**config.mk**
```make
export PLATFORM = sky130hd
export DESIGN_NAME = bpa_bitmap_ram
export DESIGN_NICKNAME = d
export VERILOG_FILES = /design/src/bpa_pkg.sv /design/src/bpa_bitmap_ram.sv
export SDC_FILE = /design/constraint.sdc
export NUM_CORES = 2
export LEC_CHECK = 0
export ABC_CLOCK_PERIOD_IN_PS = 9600
export BUFFER_PORTS_ARGS = -buffer_cell sky130_fd_sc_hd__buf_2
export CAP_MARGIN = 40
export CORE_ASPECT_RATIO = 1.5
export CORE_UTILIZATION = 45
export DETAILED_ROUTE_END_ITERATION = 6
export GPL_TIMING_DRIVEN = 0
export HOLD_SLACK_MARGIN = 0.1
export PLACE_DENSITY = 0.64
export SLEW_MARGIN = 20
export SYNTH_ARGS = -nofsm -noshare
export SYNTH_HDL_FRONTEND = slang
export SYNTH_SLANG_ARGS = --single-unit
```
**constraint.sdc**
```tcl
create_clock -name clk -period 9.6 [get_ports clk]
set_clock_uncertainty 0.15 [all_clocks]
set_input_delay 1.92 -clock clk [delete_from_list [all_inputs] [get_ports clk]]
set_output_delay 1.92 -clock clk [all_outputs]
set_load 0.005 [all_outputs]
```
**src/bpa_pkg.sv**
```systemverilog
// Types, codes and helpers shared by the bitmap page allocator.
package bpa_pkg;

	localparam int WORD_BITS = 64;
	localparam int WORD_SH   = 6;
	localparam int ADDR_W    = 48;
	localparam int CNT_W     = 13;
	localparam int KIND_W    = 2;
	localparam int CFG_IDX_W = 2;

	localparam logic [KIND_W-1:0] KIND_ALLOC_PAGE = 2'd0;
	localparam logic [KIND_W-1:0] KIND_FREE_PAGE  = 2'd1;
	localparam logic [KIND_W-1:0] KIND_ALLOC_RUN  = 2'd2;
	localparam logic [KIND_W-1:0] KIND_FREE_RUN   = 2'd3;

	localparam logic [CFG_IDX_W-1:0] REG_BASE_ADDRESS   = 2'd0;
	localparam logic [CFG_IDX_W-1:0] REG_PAGES_IN_USE   = 2'd1;
	localparam logic [CFG_IDX_W-1:0] REG_RESERVED_PAGES = 2'd2;

	localparam logic [CNT_W-1:0] PAGES_IN_USE_RST = 13'd4096;

	typedef enum logic [3:0] {
		ST_CLEAR,
		ST_IDLE,
		ST_FPAGE,
		ST_FRANGE,
		ST_ALOAD,
		ST_AFREE,
		ST_AUSED,
		ST_MREAD,
		ST_MWRITE,
		ST_DONE
	} state_t;

	// Bits below n set, n in 0..64.
	function automatic logic [WORD_BITS-1:0] low_mask(input logic [WORD_SH:0] n);
		logic [WORD_BITS-1:0] m;
		begin
			if (n >= (WORD_SH+1)'(WORD_BITS)) begin
				m = '1;
			end else begin
				m = (WORD_BITS'(1) << n) - WORD_BITS'(1);
			end
			return m;
		end
	endfunction

endpackage

```
**src/bpa_bitmap_ram.sv**
```systemverilog
// Single-port-write, single-port-read bitmap memory with registered read data.
module bpa_bitmap_ram #(
	parameter int ROWS = 64,
	parameter int AW   = 6
) (
	input  logic                          clk,
	input  logic                          we,
	input  logic [AW-1:0]                 waddr,
	input  logic [bpa_pkg::WORD_BITS-1:0] wdata,
	input  logic                          re,
	input  logic [AW-1:0]                 raddr,
	output logic [bpa_pkg::WORD_BITS-1:0] rdata
);

	logic [bpa_pkg::WORD_BITS-1:0] mem_q [ROWS];
	logic [bpa_pkg::WORD_BITS-1:0] rdata_q;

	always_ff @(posedge clk) begin
		if (we) begin
			mem_q[waddr] <= wdata;
		end
		if (re) begin
			rdata_q <= mem_q[raddr];
		end
	end

	assign rdata = rdata_q;

endmodule

```
==> metrics <==
worst skew pair latency 0.97 ns; Worst Setup End Kind flop; site row count 265; GP Congestion 0.816; CP required 10.08 ns; cells after synthesis approximately 6.6k; first-pass GRT wire length roughly 630,000 um; top cells by area, synth edfxtp_1 80%, mux4_2 15%, mux2i_1 0.86%, a22oi_1 0.80%, buf_2 0.54%; fin crit period 5.37 ns; main combinational cell family by area after synthesis multiplexers; I/O pin cnt 143; static leakage about 58 nW; Reg-to-Reg Start mem_q[38][25]$_DFFE_PP_; share of the synthesized area in the top cell type 0.796; DP Area 0.172 mm2; Hold Path Sink rdata[32]$_DFFE_PP_; Core Box Area 0.347 mm2; Vias/cell 6.30; grt ovf 0; Post-Route WL 460,000 um; Final Cell Area 0.184 mm2; CTS buffer count 382; worst hold path depth 4; Die H ~730 um; htree depth 5; #FFs+latches synth 4,160; Longest Clk Path Bufs 4; initial drt markers 10.4k; EDFF count, synth 4,160; worst hold path class flop to flop; layout cells sized above 1 0.310; Setup CP Type primary input to flop; Die ar. roughly 0.35 mm2; WP data arrival 5.86 ns; status finished, final reports clean; vias in the first global route around 79k; Main synth FF type edfxtp_1; DPL Wire Length 321,000 um; Synth Area in XOR/XNOR 0; fin. max-slew vios 0; final core utilization 0.531; drt first pass iters 5; reg2reg end rdata[25]$_DFFE_PP_; CTS tree done; DR WL/cell 37.1 um; Net Count, Synth 6,677; Synth Area in Compound Gates 0.0247; post-CTS resize count 0; max_cap viols 0; mux contribution to synthesized area 0.156; Mapped Area 0.157 mm2; global-route usage over all layers 0.260; Register-to-Register Setup Slack ~6.9 ns; Max Freq about 190 MHz; initial antenna violation count 42; antenna-violating nets left 0; power per cell area 204 mW/mm2; Final Hold Vio Count 0; nets approximately 7.6k; Least-Margin Pin Slew 0.995 ns; Root Driver clkbuf_16; CP Launch Type primary input; CTS hold repair buffers 0; CP max FO 10; synthesis-to-layout area growth 17.5%; Async SR Flop Fraction 0; Post-Synth Adder-Cell Area 0; overall die width 484 um; YS warnings 0; register area share after synthesis 0.796; postcts setup bufs 0; worst r2r path cells 4; Final setup viols 0; Syn Area/Cell 23.8 um2; Max IR drop VDD 0.000149 V; largest net degree at the start of global routing 65; fraction of the mapped netlist area in simple logic gates 0.0123; Num Clock Sinks 4,160; HP Start mem_q[46][32]$_DFFE_PP_; starting density of the core 0.452; final worst path period share 0.560; distinct cell type count after synthesis 32; PortBufs 134; Reg clk slew, reported paths 0.07 ns; setup TNS 0 ns; DRC 0; Synth area leader edfxtp_1; Max-slew headroom 0.333; via count about 80k; RSZ-0062 raised after global routing false
==> Yosys cell counts, drive strengths merged, types with 29 or more instances <==
| master | number |
|---|---|
| o22ai | 83 |
| mux2i | 135 |
| o221ai | 38 |
| a22o | 88 |
| clkbuf | 140 |
| edfxtp | 4160 |
| buf | 230 |
| a22oi | 168 |
| nor2 | 112 |
| nand3 | 45 |
| mux4 | 1024 |
| a211oi | 63 |
| or3 | 29 |
| nand2 | 58 |
| and3 | 64 |
==> stage by stage <==
| step | setup slack (ns) | total power [W] | hold WS, ns | cells |
|---|---|---|---|---|
| global route | 4.38 | 0.0384 | 0.893 | 12400 |
| floorplan | 2.09 | 0.0215 | 0.715 | 6598 |
| detailed placement | 3.34 | 0.0226 | 0.825 | 11600 |
| finish | 4.23 | 0.0376 | 0.845 | 12400 |
| global placement | -5.82 | 0.0225 | 0.838 | 11300 |
| CTS | 4.36 | 0.0377 | 0.842 | 12300 |
==> registers in the layout (all words and copies together) (netlist names) <==
signal	count
rdata	64
mem_q	4096
==> where the power goes <==
part / leakage, nW / switching [W] / internal, W
logic: 14.3 / 0.00133 / 0.000725
registers: 37.5 / 0.0000370 / 0.0201
clock network: 6.04 / 0.00677 / 0.00857
==> kinds of logic after synthesis <==
kind of cell	count (synthesis)
buf+inv	389
simple gates	386
compound gates	504
mux	1159
flops	4160
==> area by class of cell <==
cell class / count / area (um2)
clock inverter: 244 / 2400
sequential: 4160 / 125000
inverter: 19 / 71.3
tap: 4539 / 5680
buffer: 370 / 1800
timing repair buffer: 527 / 8820
multi-input combinational: 2049 / 30800
fill: 25600 / 163000
clock buffer: 454 / 9960
antenna: 18 / 45.0
==> worst max path at each step <==
stage / to / slack, ns / cells past startpoint / from
finish: rdata[38]$_DFFE_PP_ / 4.23 / 8 / raddr[1]
detailed placement: rdata[38]$_DFFE_PP_ / 3.34 / 8 / raddr[1]
CTS: rdata[38]$_DFFE_PP_ / 4.36 / 8 / raddr[1]
global route: rdata[38]$_DFFE_PP_ / 4.38 / 8 / raddr[1]
global placement: mem_q[48][0]$_DFFE_PP_ / -5.82 / 4 / waddr[4]
floorplan: mem_q[48][0]$_DFFE_PP_ / 2.09 / 4 / waddr[3]
==> layer usage <==
metal | share of wire | wire, um | GRT usage
met5 | 0.00034 | 155 | 0
met4 | 0.058 | 26700 | 0.134
met1 | 0.34 | 157000 | 0.314
met2 | 0.51 | 233000 | 0.442
met3 | 0.092 | 42100 | 0.0526
==> critical path: stages <==
cell and delay [ns]:
buf_4 0.20, buf_2 0.63, buf_2 0.59, nand2_1 0.67, clkbuf_1 0.56, a2bb2oi_1 0.27
a31oi_2 0.71, a211oi_1 0.25
==> placed cells by master, fill, tap and decap left out, types with 18 or more instances in the layout <==
cell and count:
buf_12 170, buf_4 79, mux4_2 1024, nor2_1 48
or2_2 28, buf_16 138, nor2_4 63, diode_2 18
a2bb2oi_1 19, clkbuf_1 196, clkinv_2 80, and3_1 64
o221ai_1 38, a22o_1 88, buf_2 288, a41oi_1 26
clkbuf_16 388, buf_1 18, inv_1 19, a211oi_1 63
bufinv_16 42, nand3_1 45, edfxtp_1 4160, mux2i_1 135
a22oi_1 168, nand2_1 58, clkinv_1 82, or3_1 29
o22ai_1 83, buf_6 51, nor2b_1 28
No activity file was read; power rests on OpenSTA's default activity.
