[src/bpa_pkg.sv]
// Types, codes and helpers shared by the bitmap page allocator.
package bpa_pkg;

	localparam int WORD_BITS = 64;
	localparam int WORD_SH   = 6;
	localparam int ADDR_W    = 48;
	localparam int CNT_W     = 13;
	localparam int KIND_W    = 2;
	localparam int CFG_IDX_W = 2;

	localparam logic [KIND_W-1:0] KIND_ALLOC_PAGE = 2'd0;
	localparam logic [KIND_W-1:0] KIND_FREE_PAGE  = 2'd1;
	localparam logic [KIND_W-1:0] KIND_ALLOC_RUN  = 2'd2;
	localparam logic [KIND_W-1:0] KIND_FREE_RUN   = 2'd3;

	localparam logic [CFG_IDX_W-1:0] REG_BASE_ADDRESS   = 2'd0;
	localparam logic [CFG_IDX_W-1:0] REG_PAGES_IN_USE   = 2'd1;
	localparam logic [CFG_IDX_W-1:0] REG_RESERVED_PAGES = 2'd2;

	localparam logic [CNT_W-1:0] PAGES_IN_USE_RST = 13'd4096;

	typedef enum logic [3:0] {
		ST_CLEAR,
		ST_IDLE,
		ST_FPAGE,
		ST_FRANGE,
		ST_ALOAD,
		ST_AFREE,
		ST_AUSED,
		ST_MREAD,
		ST_MWRITE,
		ST_DONE
	} state_t;

	// Bits below n set, n in 0..64.
	function automatic logic [WORD_BITS-1:0] low_mask(input logic [WORD_SH:0] n);
		logic [WORD_BITS-1:0] m;
		begin
			if (n >= (WORD_SH+1)'(WORD_BITS)) begin
				m = '1;
			end else begin
				m = (WORD_BITS'(1) << n) - WORD_BITS'(1);
			end
			return m;
		end
	endfunction

endpackage

[src/bpa_ffs.sv]
// Find-first-set over one bitmap word: the shared search unit.
module bpa_ffs (
	input  logic [bpa_pkg::WORD_BITS-1:0] vec,
	output logic                          found,
	output logic [bpa_pkg::WORD_SH-1:0]   pos
);

	always_comb begin
		found = 1'b0;
		pos   = '0;
		for (int i = bpa_pkg::WORD_BITS - 1; i >= 0; i--) begin
			if (vec[i]) begin
				found = 1'b1;
				pos   = bpa_pkg::WORD_SH'(i);
			end
		end
	end

endmodule

[config.mk]
export PLATFORM = sky130hd
export DESIGN_NAME = bpa_ffs
export DESIGN_NICKNAME = d
export VERILOG_FILES = /design/src/bpa_pkg.sv /design/src/bpa_ffs.sv
export SDC_FILE = /design/constraint.sdc
export NUM_CORES = 1
export LEC_CHECK = 0
export BUFFER_PORTS_ARGS = -buffer_cell sky130_fd_sc_hd__buf_2
export CAP_MARGIN = 20
export CORE_MARGIN = 5
export CORE_UTILIZATION = 31
export DETAILED_ROUTE_END_ITERATION = 10
export GPL_TIMING_DRIVEN = 0
export PLACE_DENSITY = 0.71
export SYNTH_ARGS = -nofsm -noshare
export SYNTH_HDL_FRONTEND = slang
export SYNTH_SLANG_ARGS = --single-unit
[constraint.sdc]
create_clock -name vclk -period 2.1
set_input_delay 0.42 -clock vclk [all_inputs]
set_output_delay 0.42 -clock vclk [all_outputs]
set_load 0.03 [all_outputs]
==> impl_metrics.csv, run 1 <==
group,metric,value,unit
sta,tns,-1.26,ns
detailed_routing,wl_met2,1640,um
detailed_routing,initialDrtViolationCount,33,
power_and_ir_drop,power_density,146,nW/um^2
detailed_routing,first_pass_iters,4,
detailed_routing,drt-met1-wl,1330,um
placement,place_inst,241,
flow_run,maxCapViolations,0,
grt,grt_pass1_vias,1281,
logic_synthesis,synthesis.nets,204,
final_layout,final_util,60.5,%
floorplanning,ios,71,
final_layout,area_delta_synth_final,91.0,%
detailed_routing,wl,3230,um
outcome,status,"complete, but fails checks",
sta,final-max-slew-violation-count,0,
detailed_routing,wl_met3,227,um
placement,preCtsSetupSlack,-0.253,ns
final_layout,diodes,0,
logic_synthesis,synth_top_area_share,14.3,%
detailed_routing,drtAntennaViolNets,0,
grt,grt_pass1_wl,4860,um
logic_synthesis,synthTopCellsByArea,"nor2_1 (14%), nor4_1 (12%), a21oi_1 (8.5%), nor3_1 (7.2%), inv_1 (5.9%)",
final_layout,layout_common_cells,"buf_2 (57), nor2_1 (24), inv_1 (12), a21oi_1 (11)",
logic_synthesis,yosys_warnings,0,
final_layout,fin_cells,246,
power_and_ir_drop,clkPwrFrac,0,%
power_and_ir_drop,internal-power,0.100,mW
floorplanning,start_util,31.7,%
logic_synthesis,synth_area,763,um^2
sta,slew_headroom,65.8,%
floorplanning,die_w,59.6,um
worst_setup_path,crit_type,"input pin to output pin",
final_layout,layout_commonest_cell,"buf_2",
placement,routabilityCongestion,0.845,
power_and_ir_drop,pwr-share-comb,100.0,%
final_layout,n_sequential_cell,0,
worst_setup_path,critPathLaunchType,"input pin",
floorplanning,die_height,59.6,um
sta,fin_crit,2.36,ns
sta,setup_violations,7,
worst_setup_path,cp-end-kind,"output pin",
logic_synthesis,ys_types,34,
sta,worst_slack,-0.261,ns
clocking,cts_hold_buf,0,
outcome,violations,"negative setup slack",
placement,dp_hpwl,2510,um
min_path,hold_class,"input pin to output pin",
grt,grt.total_usage,16.1,%
grt,grt_antenna_before_repair,0,
logic_synthesis,syn_inst,140,
final_layout,stdcell_area,1460,um^2
final_layout,seqCellArea,0,um^2
logic_synthesis,syn_avg_cell_area,5.45,um^2
grt,grt_max_degree,6,
power_and_ir_drop,p_total,0.214,mW
sta,fmax,424,MHz
logic_synthesis,synth_top_area_cell,"nor2_1",
sta,hold_viol,0,
floorplanning,fp.coreArea,2410,um^2
worst_setup_path,required,1.68,ns
power_and_ir_drop,seqPwrFrac,0,%
grt,grt.overflow.total,0,
power_and_ir_drop,vdd_drop_max,0.0979,mV
detailed_routing,via_count,1362,
sta,timing.hold.ws,1.28,ns
placement,io_buffer_count,71,
placement,placed_cell_area,1170,um^2
final_layout,fin_nets,282,
power_and_ir_drop,p_sw_share,53.1,%
sta,rsz0062_at_grt,"yes",
floorplanning,rows,18,
power_and_ir_drop,power_switching,0.113,mW
final_layout,drive_gt1_share,50.5,%
final_layout,nClkBuffers,0,
sta,tightest_slew,0.508,ns
logic_synthesis,ys_seq_area_share,0,%
detailed_routing,drcViolationCount,0,
power_and_ir_drop,leakage,0.594,nW
detailed_routing,viasPerCell,5.54,
detailed_routing,wire_per_inst,13.1,um
worst_setup_path,cp_max_fo,4,
floorplanning,die_area,3550,um^2
worst_setup_path,worstPathArrival,1.94,ns
sta,finalCritPeriodShare,112,%
detailed_routing,top_layer,"met4",
-- power groups by stage --
stage / Combinational (mW) / Clock [mW] / Sequential [mW]
finish: 0.214 / 0 / 0
global route: 0.233 / 0 / 0
CTS: 0.196 / 0 / 0
detailed placement: 0.171 / 0 / 0
global placement: 0.170 / 0 / 0
floorplan: 0.0654 / 0 / 0
-- path summary, 6_finish.rpt --
| check | from | to | cells after the start |
|---|---|---|---|
| min | vec[9] | pos[2] | 5 |
| max | vec[59] | found | 9 |
-- area by class of cell --
type	count	area, um^2
inverter	12	45.0
tap	30	37.5
timing repair buffer	76	484
fill	238	952
multi-input combinational	128	891
-- synth_stat cells, drive strengths merged (2+ instances only) --
cell,n
a2111oi,2
a21oi,13
a311oi,2
a31oi,2
and3,2
inv,12
nand2,8
nand3,4
nand4,2
nor2,30
nor2b,3
nor3,11
nor4,15
o211ai,2
o21ai,12
o311ai,2
o31ai,2
or4,4
-- routing by layer --
metal  vias to the layer above  GRT usage [%]
met5                         -              0
li1                        706              -
met2                        58           28.9
met4                         0           1.27
met3                         2          0.654
met1                       596           22.1
-- critical path: stages --
cell and delay [ns]:
buf_8 0.10, or4_4 0.54, buf_6 0.14, nor2b_4 0.13, nand3_2 0.11, buf_6 0.17
nor2_4 0.13, nand2_2 0.07, buf_6 0.14
-- logic make-up (layout without fill, tap and decap cells) --
| family | count (synthesis) | count (layout) | share of synthesized area [%] |
|---|---|---|---|
| buffers and inverters | 12 | 88 | 5.90 |
| AO/OA/AOI/OAI | 46 | 46 | 39.0 |
| AND/OR/NAND/NOR | 82 | 82 | 55.1 |
-- repair_timing --
| item | in CTS | in global routing |
|---|---|---|
| pin swaps | 11 | 15 |
| gates cloned | 0 | 0 |
| setup endpoints to repair | 7 | 7 |
| setup buffers | 3 | 2 |
| resized for setup | 40 | 17 |
No activity file was read; power rests on OpenSTA's default activity.
==> inputs of run 2 (changes only) <==
--- a/config.mk
+++ b/config.mk
@@ -7,11 +7,13 @@
 export LEC_CHECK = 0
 export BUFFER_PORTS_ARGS = -buffer_cell sky130_fd_sc_hd__buf_2
 export CAP_MARGIN = 20
+export CORE_ASPECT_RATIO = 0.7
 export CORE_MARGIN = 5
 export CORE_UTILIZATION = 31
 export DETAILED_ROUTE_END_ITERATION = 10
 export GPL_TIMING_DRIVEN = 0
 export PLACE_DENSITY = 0.71
+export SLEW_MARGIN = 20
 export SYNTH_ARGS = -nofsm -noshare
 export SYNTH_HDL_FRONTEND = slang
 export SYNTH_SLANG_ARGS = --single-unit
==> impl_metrics.csv, run 2 (same netlist as run 1, synthesis figures left out) <==
group,metric,value,unit
sta,final-max-slew-violation-count,0,
worst_setup_path,path_buf_inv,2,
floorplanning,die_area,3570,um^2
placement,io_buffer_count,71,
min_path,hold_class,"input pin to output pin",
power_and_ir_drop,leakage,0.580,nW
detailed_routing,drtAntennaViolNets,0,
sta,worst_slack,-0.205,ns
sta,fmax,434,MHz
detailed_routing,wl,3540,um
final_layout,layout_common_cells,"buf_2 (60), nor2_1 (26), inv_1 (12), a21oi_1 (11), nor3_1 (10)",
worst_setup_path,critPathLaunchType,"input pin",
detailed_routing,viasPerCell,5.53,
grt,grt.overflow.total,0,
sta,finalCritPeriodShare,110,%
worst_setup_path,cp_slowest_cell,"or4_4",
outcome,status,"complete, but fails checks",
final_layout,drive_gt1_share,47.6,%
grt,grt_antenna_before_repair,0,
sta,tns,-0.877,ns
detailed_routing,initialDrtViolationCount,47,
final_layout,seqCellArea,0,um^2
power_and_ir_drop,vdd_drop_max,0.0647,mV
grt,grt_max_degree,6,
floorplanning,die_w,69.3,um
sta,slew_headroom,72.2,%
worst_setup_path,cp_max_fo,3,
final_layout,stdcell_area,1410,um^2
grt,grt_pass1_wl,5680,um
grt,met2_usage,33.1,%
worst_setup_path,cp-end-kind,"output pin",
worst_setup_path,path_cells,"buf_6 -> or4_4 -> o21ai_2 -> a21oi_2 -> o21ai_2 -> o2111ai_2 -> a21boi_2 -> buf_6",
power_and_ir_drop,power_density,151,nW/um^2
outcome,violations,"negative setup slack",
detailed_routing,first_pass_iters,4,
floorplanning,start_util,31.8,%
grt,grt.total_usage,18.6,%
grt,grt.busiest_layer,"met2",
clocking,cts_hold_buf,0,
grt,grt_util_met1,25.3,%
final_layout,area_delta_synth_final,84.1,%
floorplanning,die_height,51.5,um
worst_setup_path,worstPathArrival,1.89,ns
grt,use_met3,1.93,%
sta,hold_viol,0,
flow_run,maxCapViolations,0,
final_layout,diodes,0,
final_layout,n_sequential_cell,0,
placement,placed_cell_area,1180,um^2
final_layout,nClkBuffers,0,
placement,dp_hpwl,2750,um
detailed_routing,wire_per_inst,14.4,um
floorplanning,rows,15,
worst_setup_path,crit_type,"input pin to output pin",
detailed_routing,via_count,1360,
worst_setup_path,critPathMaxStageDelay,0.55,ns
sta,setup_violations,7,
sta,tightest_slew,0.418,ns
detailed_routing,drcViolationCount,0,
final_layout,layout_commonest_cell,"buf_2",
floorplanning,ios,71,
final_layout,fin_nets,278,
floorplanning,fp.coreArea,2400,um^2
worst_setup_path,required,1.68,ns
worst_setup_path,crit_family,"compound AO/OA/AOI/OAI gates",
grt,grt_pass1_vias,1309,
sta,rsz0062_at_grt,"yes",
sta,fin_crit,2.31,ns
placement,routabilityCongestion,0.793,
==> run 2: cell count changes in the layout (fill, tap and decap cells not counted), moves of 2 or more <==
| cell | delta |
|---|---|
| nor2_4 | -2 |
| buf_4 | -4 |
| nor4_1 | -2 |
| buf_6 | -2 |
| nor2_1 | +2 |
| nor4_4 | +2 |
| buf_2 | +3 |
==> run 2: worst paths after layout <==
check	cells after the start	start	slack, ns	endpoint
hold / removal	5	vec[9]	1.27	pos[2]
setup / recovery	8	vec[56]	-0.21	pos[2]
==> run 2: through the flow <==
step,power (mW),instances,hold WS [ns],setup WS (ns),util (%)
2_1_floorplan,0.0654,140,1.05,-0.0332,-
5_1_grt,0.232,246,1.32,-0.268,58.5
3_5_place_dp,0.173,245,1.32,-0.278,49.0
6_report,0.212,246,1.27,-0.205,58.5
4_1_cts,0.197,246,1.30,-0.190,56.1
3_3_place_gp,0.171,245,1.31,-0.269,49.0
==> run 2: final cells by class <==
cell class	instances	area, um^2
fill	254	997
multi-input combinational	128	886
timing repair buffer	72	432
inverter	12	45.0
tap	34	42.5
==> run 2: report_power, final <==
part | internal [mW] | total (mW) | switching, mW | leakage [nW]
Sequential | 0 | 0 | 0 | 0
Clock | 0 | 0 | 0 | 0
Combinational | 0.0938 | 0.212 | 0.118 | 0.580
Total | 0.0938 | 0.212 | 0.118 | 0.580
==> run 2: tightest hold or removal path, cell delays in order <==
cell       delay, ns
buf_2           0.10
nor2_2          0.06
o2111ai_2       0.08
a21boi_2        0.06
buf_6           0.13
==> run 2: routing by layer <==
metal / routed length, um / vias up
met1: 1580 / 608
li1: - / 700
met3: 207 / 4
met4: 30 / 0
met2: 1720 / 48
met5: 0 / -
==> run 2: what timing repair did <==
item | in CTS | in global routing
resized for setup | 35 | 11
setup endpoints to repair | 7 | 7
pin swaps | 13 | 6
setup buffers | 1 | 0
